File: config.mk
export PLATFORM = sky130hd
export DESIGN_NAME = quoted_bracket_tokenizer_core
export DESIGN_NICKNAME = d
export VERILOG_FILES = /design/src/sv/qbt_pkg.sv /design/src/sv/quoted_bracket_tokenizer_core.sv /design/src/sv/qbt_front.sv /design/src/sv/qbt_queue.sv /design/src/sv/qbt_emit.sv
export SDC_FILE = /design/constraint.sdc
export NUM_CORES = 1
export LEC_CHECK = 0
export ABC_AREA = 1
export BUFFER_PORTS_ARGS = -buffer_cell sky130_fd_sc_hd__buf_2
export CAP_MARGIN = 25
export CELL_PAD_IN_SITES_DETAIL_PLACEMENT = 1
export CELL_PAD_IN_SITES_GLOBAL_PLACEMENT = 1
export CORE_ASPECT_RATIO = 1.2
export CORE_MARGIN = 4
export CORE_UTILIZATION = 45
export DETAILED_ROUTE_END_ITERATION = 12
export PLACE_DENSITY_LB_ADDON = 0.2
export SLEW_MARGIN = 40
export SYNTH_ARGS = -nofsm -noshare
export SYNTH_HDL_FRONTEND = slang
export SYNTH_HIERARCHICAL = 1
export SYNTH_SLANG_ARGS = --single-unit
File: constraint.sdc
create_clock -name clk -period 3.08 [get_ports clk]
set_clock_uncertainty 0.1 [all_clocks]
set_input_delay 0.616 -clock clk [delete_from_list [all_inputs] [get_ports clk]]
set_output_delay 0.616 -clock clk [all_outputs]
set_load 0.02 [all_outputs]
File: src/sv/qbt_pkg.sv
// Package for the quoted bracket tokenizer: request and result types,
// lexer modes, result kinds and character codes. No dependencies.
package qbt_pkg;

  localparam int QUEUE_DEPTH = 4;

  localparam logic [1:0] KIND_CHAR  = 2'd0;
  localparam logic [1:0] KIND_END   = 2'd1;
  localparam logic [1:0] KIND_ERROR = 2'd2;
  localparam logic [1:0] KIND_DONE  = 2'd3;

  localparam logic CMD_CHAR = 1'b0;
  localparam logic CMD_EOL  = 1'b1;

  localparam logic [7:0] CH_OPEN   = 8'h5B;  // [
  localparam logic [7:0] CH_CLOSE  = 8'h5D;  // ]
  localparam logic [7:0] CH_QUOTE  = 8'h22;  // "
  localparam logic [7:0] CH_BSLASH = 8'h5C;  // backslash
  localparam logic [7:0] CH_SPACE  = 8'h20;
  localparam logic [7:0] CH_TAB    = 8'h09;
  localparam logic [7:0] CH_CR     = 8'h0D;

  typedef enum logic [2:0] {
    MODE_IDLE    = 3'd0,
    MODE_ATOM    = 3'd1,
    MODE_BRACKET = 3'd2,
    MODE_STRING  = 3'd3,
    MODE_ESCAPE  = 3'd4,
    MODE_ERROR   = 3'd5
  } mode_t;

  typedef struct packed {
    logic       cmd;
    logic [7:0] ch;
  } req_t;

  typedef struct packed {
    logic [1:0] kind;
    logic [7:0] tok_char;
    logic       last;
  } res_t;

  // One classified request: its first result, and whether a line-done
  // result follows it.
  typedef struct packed {
    logic       two;
    logic [1:0] kind;
    logic [7:0] tok_char;
  } job_t;

  function automatic logic is_space(input logic [7:0] c);
    return (c == CH_SPACE) || ((c >= CH_TAB) && (c <= CH_CR));
  endfunction

endpackage

File: src/sv/quoted_bracket_tokenizer_core.sv
// Quoted bracket tokenizer, top level: front end, job queue and back end.
// Depends on qbt_pkg, qbt_front, qbt_queue and qbt_emit.
//
// Usage: the request channel (req_valid, req_stall, req) carries one line
// as character requests (cmd = 0, byte in ch) followed by an end-of-line
// request (cmd = 1). The result channel (res_valid, res_stall, res) gives
// token characters, token ends, parse errors and line done; last marks the
// final result of each request. Both sides transfer at an edge with valid
// high and stall low.
// Throughput: one request per cycle while req_stall is low. The output
// register holds one result at a time, so an end of line with an open
// token (two results) occupies it twice; the job queue absorbs the
// difference. The edge that accepts a request writes its job into the
// queue; a later edge loads the first result from the queue head into the
// output register, where it is shown until taken.
// Requests that produce no result never enter the queue.
// When the receiver stalls, the output holds and the queue fills; req_stall
// rises once the queue is full. Reset empties queue and output and puts the
// lexer between tokens.
module quoted_bracket_tokenizer_core import qbt_pkg::*; #(
  parameter int QueueDepth = QUEUE_DEPTH
) (
  input  logic clk,
  input  logic rst,
  input  logic req_valid,
  output logic req_stall,
  input  req_t req,
  output logic res_valid,
  input  logic res_stall,
  output res_t res
);

  logic push, full, pop, avail;
  job_t push_job, head;

  assign req_stall = full;

  qbt_front u_front (
    .clk       (clk),
    .rst       (rst),
    .req_valid (req_valid),
    .req_stall (req_stall),
    .req       (req),
    .push      (push),
    .job       (push_job)
  );

  qbt_queue #(.Depth(QueueDepth)) u_queue (
    .clk      (clk),
    .rst      (rst),
    .push     (push),
    .push_job (push_job),
    .full     (full),
    .pop      (pop),
    .avail    (avail),
    .head     (head)
  );

  qbt_emit u_emit (
    .clk       (clk),
    .rst       (rst),
    .avail     (avail),
    .head      (head),
    .pop       (pop),
    .res_valid (res_valid),
    .res_stall (res_stall),
    .res       (res)
  );

endmodule

File: src/sv/qbt_front.sv
// Front end of the tokenizer: holds the lexer mode and turns each request
// into a job for the queue. Depends on qbt_pkg.
module qbt_front import qbt_pkg::*; (
  input  logic clk,
  input  logic rst,
  input  logic req_valid,
  input  logic req_stall,
  input  req_t req,
  output logic push,
  output job_t job
);

  mode_t lex_mode, lex_mode_next;
  logic  accept;

  assign accept = req_valid && !req_stall;

  always_comb begin
    lex_mode_next = lex_mode;
    if (req.cmd == CMD_EOL) begin
      lex_mode_next = MODE_IDLE;
    end else begin
      unique case (lex_mode)
        MODE_IDLE: begin
          if (is_space(req.ch)) lex_mode_next = MODE_IDLE;
          else if (req.ch == CH_QUOTE) lex_mode_next = MODE_STRING;
          else if (req.ch == CH_CLOSE) lex_mode_next = MODE_ERROR;
          else if (req.ch == CH_OPEN) lex_mode_next = MODE_BRACKET;
          else lex_mode_next = MODE_ATOM;
        end
        MODE_ATOM: begin
          if (is_space(req.ch)) lex_mode_next = MODE_IDLE;
          else if (req.ch == CH_CLOSE) lex_mode_next = MODE_ERROR;
          else if (req.ch == CH_OPEN) lex_mode_next = MODE_BRACKET;
        end
        MODE_BRACKET: begin
          if (req.ch == CH_CLOSE) lex_mode_next = MODE_ATOM;
        end
        MODE_STRING: begin
          if (req.ch == CH_QUOTE) lex_mode_next = MODE_IDLE;
          else if (req.ch == CH_BSLASH) lex_mode_next = MODE_ESCAPE;
        end
        MODE_ESCAPE: lex_mode_next = MODE_STRING;
        default:     lex_mode_next = MODE_ERROR;
      endcase
    end
  end

  always_comb begin
    logic emit;
    emit = 1'b0;
    job  = '{two: 1'b0, kind: KIND_CHAR, tok_char: 8'h00};
    if (req.cmd == CMD_EOL) begin
      emit = 1'b1;
      job.kind = KIND_DONE;
      if (lex_mode == MODE_ATOM || lex_mode == MODE_BRACKET || lex_mode == MODE_STRING) begin
        job.two  = 1'b1;
        job.kind = KIND_END;
      end else if (lex_mode == MODE_ESCAPE) begin
        job.two  = 1'b1;
        job.kind = KIND_ERROR;
      end
    end else begin
      unique case (lex_mode)
        MODE_IDLE, MODE_ATOM: begin
          if (is_space(req.ch)) begin
            emit     = (lex_mode == MODE_ATOM);
            job.kind = KIND_END;
          end else if (req.ch == CH_CLOSE) begin
            emit     = 1'b1;
            job.kind = KIND_ERROR;
          end else if (!(lex_mode == MODE_IDLE && req.ch == CH_QUOTE)) begin
            emit         = 1'b1;
            job.tok_char = req.ch;
          end
        end
        MODE_BRACKET, MODE_ESCAPE: begin
          emit         = 1'b1;
          job.tok_char = req.ch;
        end
        MODE_STRING: begin
          if (req.ch == CH_QUOTE) begin
            emit     = 1'b1;
            job.kind = KIND_END;
          end else if (req.ch != CH_BSLASH) begin
            emit         = 1'b1;
            job.tok_char = req.ch;
          end
        end
        default: emit = 1'b0;
      endcase
    end
    push = accept && emit;
  end

  always_ff @(posedge clk) begin
    if (rst) begin
      lex_mode <= MODE_IDLE;
    end else if (accept) begin
      lex_mode <= lex_mode_next;
    end
  end

  // Bytes in error mode are dropped without a trace.
  a_error_silent: assert property (@(posedge clk) disable iff (rst)
    (lex_mode == MODE_ERROR && req.cmd == CMD_CHAR) |-> !push)
    else $error("request in error mode produced a result");
  // Every end of line produces at least the line-done result.
  a_eol_pushes: assert property (@(posedge clk) disable iff (rst)
    (accept && req.cmd == CMD_EOL) |-> push)
    else $error("end of line produced no result");
  // The mode is idle after any end of line.
  a_eol_idle: assert property (@(posedge clk) disable iff (rst)
    (accept && req.cmd == CMD_EOL) |=> lex_mode == MODE_IDLE)
    else $error("mode not idle after end of line");

endmodule

File: src/sv/qbt_queue.sv
// Short job queue between the tokenizer front and back, held in
// flip-flops. Depends on qbt_pkg.
module qbt_queue import qbt_pkg::*; #(
  parameter int Depth = QUEUE_DEPTH
) (
  input  logic clk,
  input  logic rst,
  input  logic push,
  input  job_t push_job,
  output logic full,
  input  logic pop,
  output logic avail,
  output job_t head
);

  localparam int PtrW = (Depth > 1) ? $clog2(Depth) : 1;
  localparam int CntW = $clog2(Depth + 1);
  localparam logic [PtrW-1:0] LastPtr = PtrW'(Depth - 1);
  localparam logic [CntW-1:0] Full    = CntW'(Depth);

  job_t            slots [Depth];
  logic [PtrW-1:0] wr_ptr, rd_ptr;
  logic [CntW-1:0] count;
  logic            do_push, do_pop;

  assign full    = (count == Full);
  assign avail   = (count != '0);
  assign head    = slots[rd_ptr];
  assign do_push = push && !full;
  assign do_pop  = pop && avail;

  always_ff @(posedge clk) begin
    if (do_push) begin
      slots[wr_ptr] <= push_job;
    end
  end

  always_ff @(posedge clk) begin
    if (rst) begin
      wr_ptr <= '0;
      rd_ptr <= '0;
      count  <= '0;
    end else begin
      if (do_push) wr_ptr <= (wr_ptr == LastPtr) ? '0 : wr_ptr + 1'b1;
      if (do_pop)  rd_ptr <= (rd_ptr == LastPtr) ? '0 : rd_ptr + 1'b1;
      if (do_push && !do_pop) count <= count + 1'b1;
      else if (do_pop && !do_push) count <= count - 1'b1;
    end
  end

  a_count_bound: assert property (@(posedge clk) disable iff (rst) count <= Full)
    else $error("queue count above depth");
  a_no_overflow: assert property (@(posedge clk) disable iff (rst) push |-> !full)
    else $error("push into a full queue");
  a_no_underflow: assert property (@(posedge clk) disable iff (rst) pop |-> avail)
    else $error("pop from an empty queue");

endmodule

File: src/sv/qbt_emit.sv
// Back end of the tokenizer: takes jobs from the queue and presents the
// results through an output register, one per unstalled cycle. Depends on qbt_pkg.
module qbt_emit import qbt_pkg::*; (
  input  logic clk,
  input  logic rst,
  input  logic avail,
  input  job_t head,
  output logic pop,
  output logic res_valid,
  input  logic res_stall,
  output res_t res
);

  logic load;
  logic pending;  // a line-done result still owed for the last job

  assign load = !res_valid || !res_stall;
  assign pop  = load && !pending && avail;

  always_ff @(posedge clk) begin
    if (rst) begin
      res_valid <= 1'b0;
      pending   <= 1'b0;
    end else if (load) begin
      if (pending) begin
        res_valid <= 1'b1;
        pending   <= 1'b0;
      end else begin
        res_valid <= avail;
        pending   <= avail && head.two;
      end
    end
  end

  always_ff @(posedge clk) begin
    if (load) begin
      if (pending) begin
        res <= '{kind: KIND_DONE, tok_char: 8'h00, last: 1'b1};
      end else if (avail) begin
        res <= '{kind: head.kind, tok_char: head.tok_char, last: !head.two};
      end
    end
  end

  // A result that is not the last of its request is followed by line done.
  a_done_follows: assert property (@(posedge clk) disable iff (rst)
    (res_valid && !res_stall && !res.last) |=> (res_valid && res.kind == KIND_DONE))
    else $error("missing line-done result");
  a_pending_valid: assert property (@(posedge clk) disable iff (rst)
    pending |-> res_valid)
    else $error("owed result with empty output register");
  a_no_pop_pending: assert property (@(posedge clk) disable iff (rst)
    pending |-> !pop)
    else $error("job taken while a result is still owed");

endmodule

After elaboration in Yosys (flattened, before gate mapping)
Memory sizes are Yosys's and may differ from the RTL's. A register that Yosys moved wholly into a read port is not among the register bits.
Index checks and enable logic that the tools add are counted.
{"block": "totals", "register_bits": 23, "input_bits": 13, "mem_bits_rw": 44, "latch_bits": 0, "memories": 1, "rom_bits": 0}
{"memory": "u_queue.slots", "words": 4, "width": 11, "read_ports": 1, "rd_clocked_by_memory_dff": 1, "write_ports": 1, "line": "qbt_queue.sv:21", "rtl": "job_t slots [Depth];"}
{"block": "op_classes", "n_shift": 0, "n_eq_ne": 16, "n_addsub": 4, "n_div": 0, "n_mul": 0, "n_lt_le_gt_ge": 2, "muxes": 45, "n_reduce_logical": 30, "bitwise_logic": 0}
{"operator": "8-bit 2-to-1 mux", "n": 6}
{"operator": "3-bit 2-to-1 mux", "n": 14}
{"operator": "8-bit by 7-bit == test with 1-bit output (second input constant)", "n": 3}
{"operator": "8-bit case mux with 3 select lines", "n": 1}
{"operator": "8-bit by 6-bit == test with 1-bit output (second input constant)", "n": 2}
{"operator": "2-bit 2-to-1 mux", "n": 8}
{"operator": "3-bit case mux with 5 select lines", "n": 1}
{"operator": "1-bit 2-to-1 mux", "n": 12}
{"operator": "1-bit logical AND", "n": 11}
{"operator": "11-bit 2-to-1 mux", "n": 1}
{"operator": "8-bit by 4-bit greater-or-equal comparator with 1-bit output (second input constant)", "n": 1}
{"operator": "8-bit by 4-bit <= comparator with 1-bit output (second input constant)", "n": 1}
{"operator": "8-bit by 7-bit inequality test with 1-bit output (second input constant)", "n": 1}
{"operator": "1-bit zero test", "n": 7}
{"operator": "3-bit by 2-bit == test with 1-bit output (second input constant)", "n": 2}
{"operator": "3-bit == test (second input constant)", "n": 2}
{"operator": "5-bit by 2-bit inequality test with 1-bit output (second input constant)", "n": 1}
{"operator": "2-bit by 1-bit adder with 2-bit output (second input constant)", "n": 2}
{"operator": "2-bit == test (second input constant)", "n": 2}
{"operator": "1-bit logical OR", "n": 4}
{"operator": "4-bit by 2-bit inequality test with 1-bit output (second input constant)", "n": 1}
{"operator": "2-bit case mux with 2 select lines", "n": 1}
{"operator": "4-bit AND reduction", "n": 1}
{"operator": "2-bit nonzero test", "n": 2}
{"operator": "9 further kinds", "n": 10}

Longest topological paths before layout
{"block": "logic_depth", "depth_word": 13, "ltp_mapped": 21}

Cells and area by module
The synthesis kept the hierarchy.
{"mod": "qbt_queue", "n_inst": 1, "cells_per_inst": 177, "area_per_inst_um2": 2170.8, "seq_area_each_um2": 1501.4}
{"mod": "qbt_front", "n_inst": 1, "cells_per_inst": 151, "area_per_inst_um2": 788.3, "seq_area_each_um2": 60.1}
{"mod": "qbt_emit", "n_inst": 1, "cells_per_inst": 48, "area_per_inst_um2": 523.0, "seq_area_each_um2": 370.4}

Worst setup path before layout
No wires, ideal clock.
{"block": "synth_path", "kind": "input to register", "from": "input port req[7] (netlist bit)", "to": "register u_queue.count[1]", "t_arrival_ns": 2.396, "setup_slack_ns": 0.469, "required_time_ns": 2.864, "path_buffers": 0, "stages": 17, "setup_ns": 0.116, "cell_sequence": "inv_1 > nand2_1 > nor2_1 > nand2_1 > nand2_2 > nor2_4 > o21ai_1 > nand3_1 > nand2_1 > inv_1 > nand2_4 > inv_1 > ha_1 > inv_1 > fa_1 > o21ai_0 > nor2_1"}
{"block": "synth_between", "elab_chain_cells": 12, "elab_cells_between_ends": 23}
{"item": "start, declared", "line": "quoted_bracket_tokenizer_core.sv:27", "rtl": "input req_t req,"}
{"item": "parallel branches: the longest is 5 deep, another holds 8-bit by 4-bit greater-or-equal comparator with 1-bit output"}
{"item": "1-bit case mux with 3 select lines *", "line": "qbt_front.sv:64", "rtl": "unique case (lex_mode)"}
{"item": "1-bit 2-to-1 mux *", "line": "qbt_front.sv:53", "rtl": "if (req.cmd == CMD_EOL) begin"}
{"item": "1-bit logical AND *", "line": "qbt_front.sv:93", "rtl": "push = accept && emit;"}
{"item": "via push", "line": "quoted_bracket_tokenizer_core.sv:33", "rtl": "logic push, full, pop, avail;"}
{"item": "1-bit logical AND *", "line": "qbt_queue.sv:29", "rtl": "assign do_push = push && !full;"}
{"item": "via u_queue.do_push", "line": "qbt_queue.sv:24", "rtl": "logic do_push, do_pop;"}
{"item": "1-bit zero test", "line": "qbt_queue.sv:47", "rtl": "else if (do_pop && !do_push) count <= count - 1'b1;"}
{"item": "1-bit logical AND", "line": "qbt_queue.sv:47"}
{"item": "2-bit nonzero test (no source line)"}
{"item": "end signal, assigned", "line": "qbt_queue.sv:46", "rtl": "if (do_push && !do_pop) count <= count + 1'b1;"}
{"item": "end signal, assigned", "line": "qbt_queue.sv:47"}
{"item": "end, declared", "line": "qbt_queue.sv:23", "rtl": "logic [CntW-1:0] count;"}
Mark *: on every way through the listed nets, which the timed path passes.
A chain may end at the register's enable or synchronous reset.

Worst setup path in the final report
{"block": "layout_path", "from": "register u_front.lex_mode[0]", "to": "register u_queue.count[1]"}
{"block": "layout_between", "elab_chain_cells": 12, "elab_cells_between_ends": 20}
{"item": "start, declared", "line": "qbt_front.sv:13", "rtl": "mode_t lex_mode, lex_mode_next;"}
{"item": "start signal, assigned", "line": "qbt_front.sv:100", "rtl": "lex_mode <= lex_mode_next;"}
{"item": "3-bit zero test", "line": "qbt_front.sv:64, qbt_front.sv:72"}
{"item": "1-bit logical AND", "line": "qbt_front.sv:72", "rtl": "end else if (!(lex_mode == MODE_IDLE && req.ch == CH_QUOTE)) begin"}
{"item": "1-bit 2-to-1 mux", "line": "qbt_front.sv:72"}
{"item": "1-bit 2-to-1 mux", "line": "qbt_front.sv:69", "rtl": "end else if (req.ch == CH_CLOSE) begin"}
{"item": "1-bit 2-to-1 mux", "line": "qbt_front.sv:66", "rtl": "if (is_space(req.ch)) begin"}
{"item": "1-bit case mux with 3 select lines *", "line": "qbt_front.sv:64"}
{"item": "1-bit 2-to-1 mux *", "line": "qbt_front.sv:53"}
{"item": "1-bit logical AND *", "line": "qbt_front.sv:93"}
{"item": "via push", "line": "quoted_bracket_tokenizer_core.sv:33"}
{"item": "1-bit logical AND *", "line": "qbt_queue.sv:29"}
{"item": "via u_queue.do_push", "line": "qbt_queue.sv:24"}
{"item": "1-bit zero test", "line": "qbt_queue.sv:47"}
{"item": "1-bit logical AND", "line": "qbt_queue.sv:47"}
{"item": "2-bit nonzero test (no source line)"}
The timed path passes the listed nets; every way through them passes the cells marked *.

==> flow_metrics.tcl <==
set metrics [dict create \
    clock.fmax_ghz 0.371 \
    io_pins 26 \
    vias_per_cell 5.11 \
    drtAntennaViolNets 0 \
    place_ws_ns 0.0309 \
    ys_ff_latch 69 \
    first_pass_iters 4 \
    synth_area_leaders "edfxtp_1 47%, nor2_1 8.2%, dfxtp_1 8.0%" \
    die_area_um2 9210 \
    max_slew_margin 0.461 \
    cts_tree "done" \
    area.growth.synth_to_final_pct 11.4 \
    clock_path_buffers 2 \
    die_height_um 104 \
    worst_ep_arrival_time_ns 2.84 \
    finalPower_uw 3370 \
    async_reset_ff_frac 0 \
    critPathRequiredTime_ns 3.22 \
    wirelength_mm 7.47 \
    start_util 0.470 \
    finalHoldViolCount 0 \
    io_buffers 25 \
    drt-initial-drc-count 99 \
    synth_warnings 6 \
    final.min_clock_period_ns 2.70 \
    rsz0062_at_grt "false" \
    synth_edf_count 55 \
    ys_seq_area_frac 0.555 \
    min_period_over_period 0.876 \
    cts.sinks 69 \
    fillers 869 \
    slew_viol_final 0 \
    route.detailed.drc 0 \
    n_antenna_cell 0 \
    cts_setup_buffers 0 \
    drive_gt1_frac 0.210 \
    final_common_cell "nor2_1" \
    status "complete, no violations" \
    insertion_delay_ns 0.34 \
    grt_start_max_net_pins 24 \
    cap_violations 0 \
    dp_cells 488 \
    grt_pass1_vias 2663 \
    syn-cell-area_um2 3480 \
    dp_hpwl_mm 5.76 \
    final-setup-viol-count 0 \
    root_buffer "clkbuf_8" \
    setup_tns_ns 0 \
    synth_top_area_share 0.474 \
    gr-total-overflow 0 \
    avgRoutedWirePerCell_um 14.8 \
    placeableCoreArea_um2 7400 \
    hold_buffers 0 \
    final_cells 504 \
    num_rows 34 \
    syn_avg_cell_area_um2 9.26 \
    vias 2575 \
    place.gp.congestion 0.852 \
    startpoint_type "flip-flop" \
    grtUsageTotal 0.171 \
    min_path_type "reg2reg" \
    timing.final.ws_setup_ns 0.383 \
    endpoint_kind "flip-flop" \
    reg2reg_depth 14 \
    synth_cell_types 33 \
    die_w_um 88.3 \
    p_leak_uw 0.00167 \
    postCtsResizedCells 0 \
    vdd_drop_max_v 0.000497 \
    synth_top_flop_cell "edfxtp_1" \
    h-tree-depth 3 \
    layout_common_cells "75 x nor2_1, 55 x edfxtp_1, 52 x inv_1, 52 x nand2_1, 25 x buf_2" \
    whs_path_depth 2 \
    syn_nets 396 \
    critPathMaxFanout 7 \
    worst_pin_slew_ns 0.808 \
    synth_top_cell_by_area "edfxtp_1" \
    grt_pass1_wl_mm 12.2 \
    path_clk_slew_ns 0.08 \
    crit_type "reg2reg" \
    final_nets 429 \
    powerDensity_nw_per_um2 868 \
    antenna_found_initial 0 \
    synthCells 376 \
    cts_inserted_buffers 9 \
]
-- cell usage after synthesis (2+ instances only) --
master	n
nor2_1	76
edfxtp_1	55
inv_1	52
nand2_1	52
o21ai_1	20
dfxtp_1	14
nand3_1	12
o22ai_1	11
nand2_2	10
nor2_4	7
a21oi_1	6
a31oi_1	6
ha_1	6
inv_2	6
o21ai_0	6
nand2_4	5
nor2_2	5
buf_4	4
nand3_2	4
a21oi_2	2
buf_2	2
nand3b_1	2
nand4_1	2
nor3_1	2
-- path summary, 6_finish.rpt --
path | start | slack (ns) | end
max | u_front/lex_mode[0]$_SDFFE_PP0P_ | 0.38 | u_queue/count[1]$_SDFFE_PP0P_
min | u_front/lex_mode[2]$_SDFFE_PP0P_ | 0.40 | u_front/lex_mode[2]$_SDFFE_PP0P_
max reg2reg | u_front/lex_mode[0]$_SDFFE_PP0P_ | 0.38 | u_queue/count[1]$_SDFFE_PP0P_
min reg2reg | u_front/lex_mode[2]$_SDFFE_PP0P_ | 0.40 | u_front/lex_mode[2]$_SDFFE_PP0P_
-- per-stage QoR --
step	cell area, um2	util	hold slack (ns)
floorplan	3480	-	0.363
global placement	3700	0.500	0.385
finish	3880	0.524	0.398
global route	3880	0.524	0.437
CTS	3870	0.523	0.399
detailed placement	3700	0.500	0.386
-- sequential cells by signal, indices dropped and copies added, names as in the netlist, named ones only --
name,count
u_queue/wr_ptr,2
u_queue/slots,44
u_queue/count,3
u_emit/pending,1
u_emit/res,11
u_emit/res_valid,1
u_front/lex_mode,3
u_queue/rd_ptr,2
-- cell families (layout without fill, tap and decap cells) --
group | Yosys count | after routing | synth area share
adders and majority gates | 7 | 7 | 0.0273
DFF | 69 | 69 | 0.555
xor gates and xnor gates | 1 | 1 | 0.00252
AOI/OAI and AO/OA | 52 | 52 | 0.0837
and+or+nand+nor | 180 | 180 | 0.252
buffers and inverters | 67 | 105 | 0.0798
-- area by class of cell --
class,instances,area (um2),area share
Multi-Input combinational cell,240,1270,0.329
Clock inverter,6,48.8,0.0126
Sequential cell,69,1930,0.498
Timing Repair Buffer,29,155,0.0400
Clock buffer,10,128,0.0329
Tap cell,90,113,0.0290
Inverter,60,226,0.0584
-- metal layers --
layer  vias up  track usage  wire (um)
met5         -            0          0
met4         0       0.0583        119
met3        10       0.0317        210
met2        34        0.317       4090
met1      1238        0.190       3050
li1       1293            -          -
-- power breakdown --
part	leakage (uW)	switching, uW	internal (uW)	total [uW]
Clock	0.0000791	347	297	644
Sequential	0.000633	173	1310	1480
Combinational	0.000963	819	420	1240
Total	0.00167	1340	2030	3370
-- worst max-delay path: stages (launching register included) --
cell and delay, ns:
dfxtp_1 0.49, nor2_1 0.10, nor2_1 0.28, nor2_1 0.11, nor2_1 0.13, nand3_1 0.09, nand2_1 0.06, inv_1 0.08
nand2_4 0.11, inv_1 0.05, ha_1 0.21, inv_1 0.09, fa_1 0.41, o21ai_0 0.20, nor2_1 0.05
(Power assumes the default switching activity.)
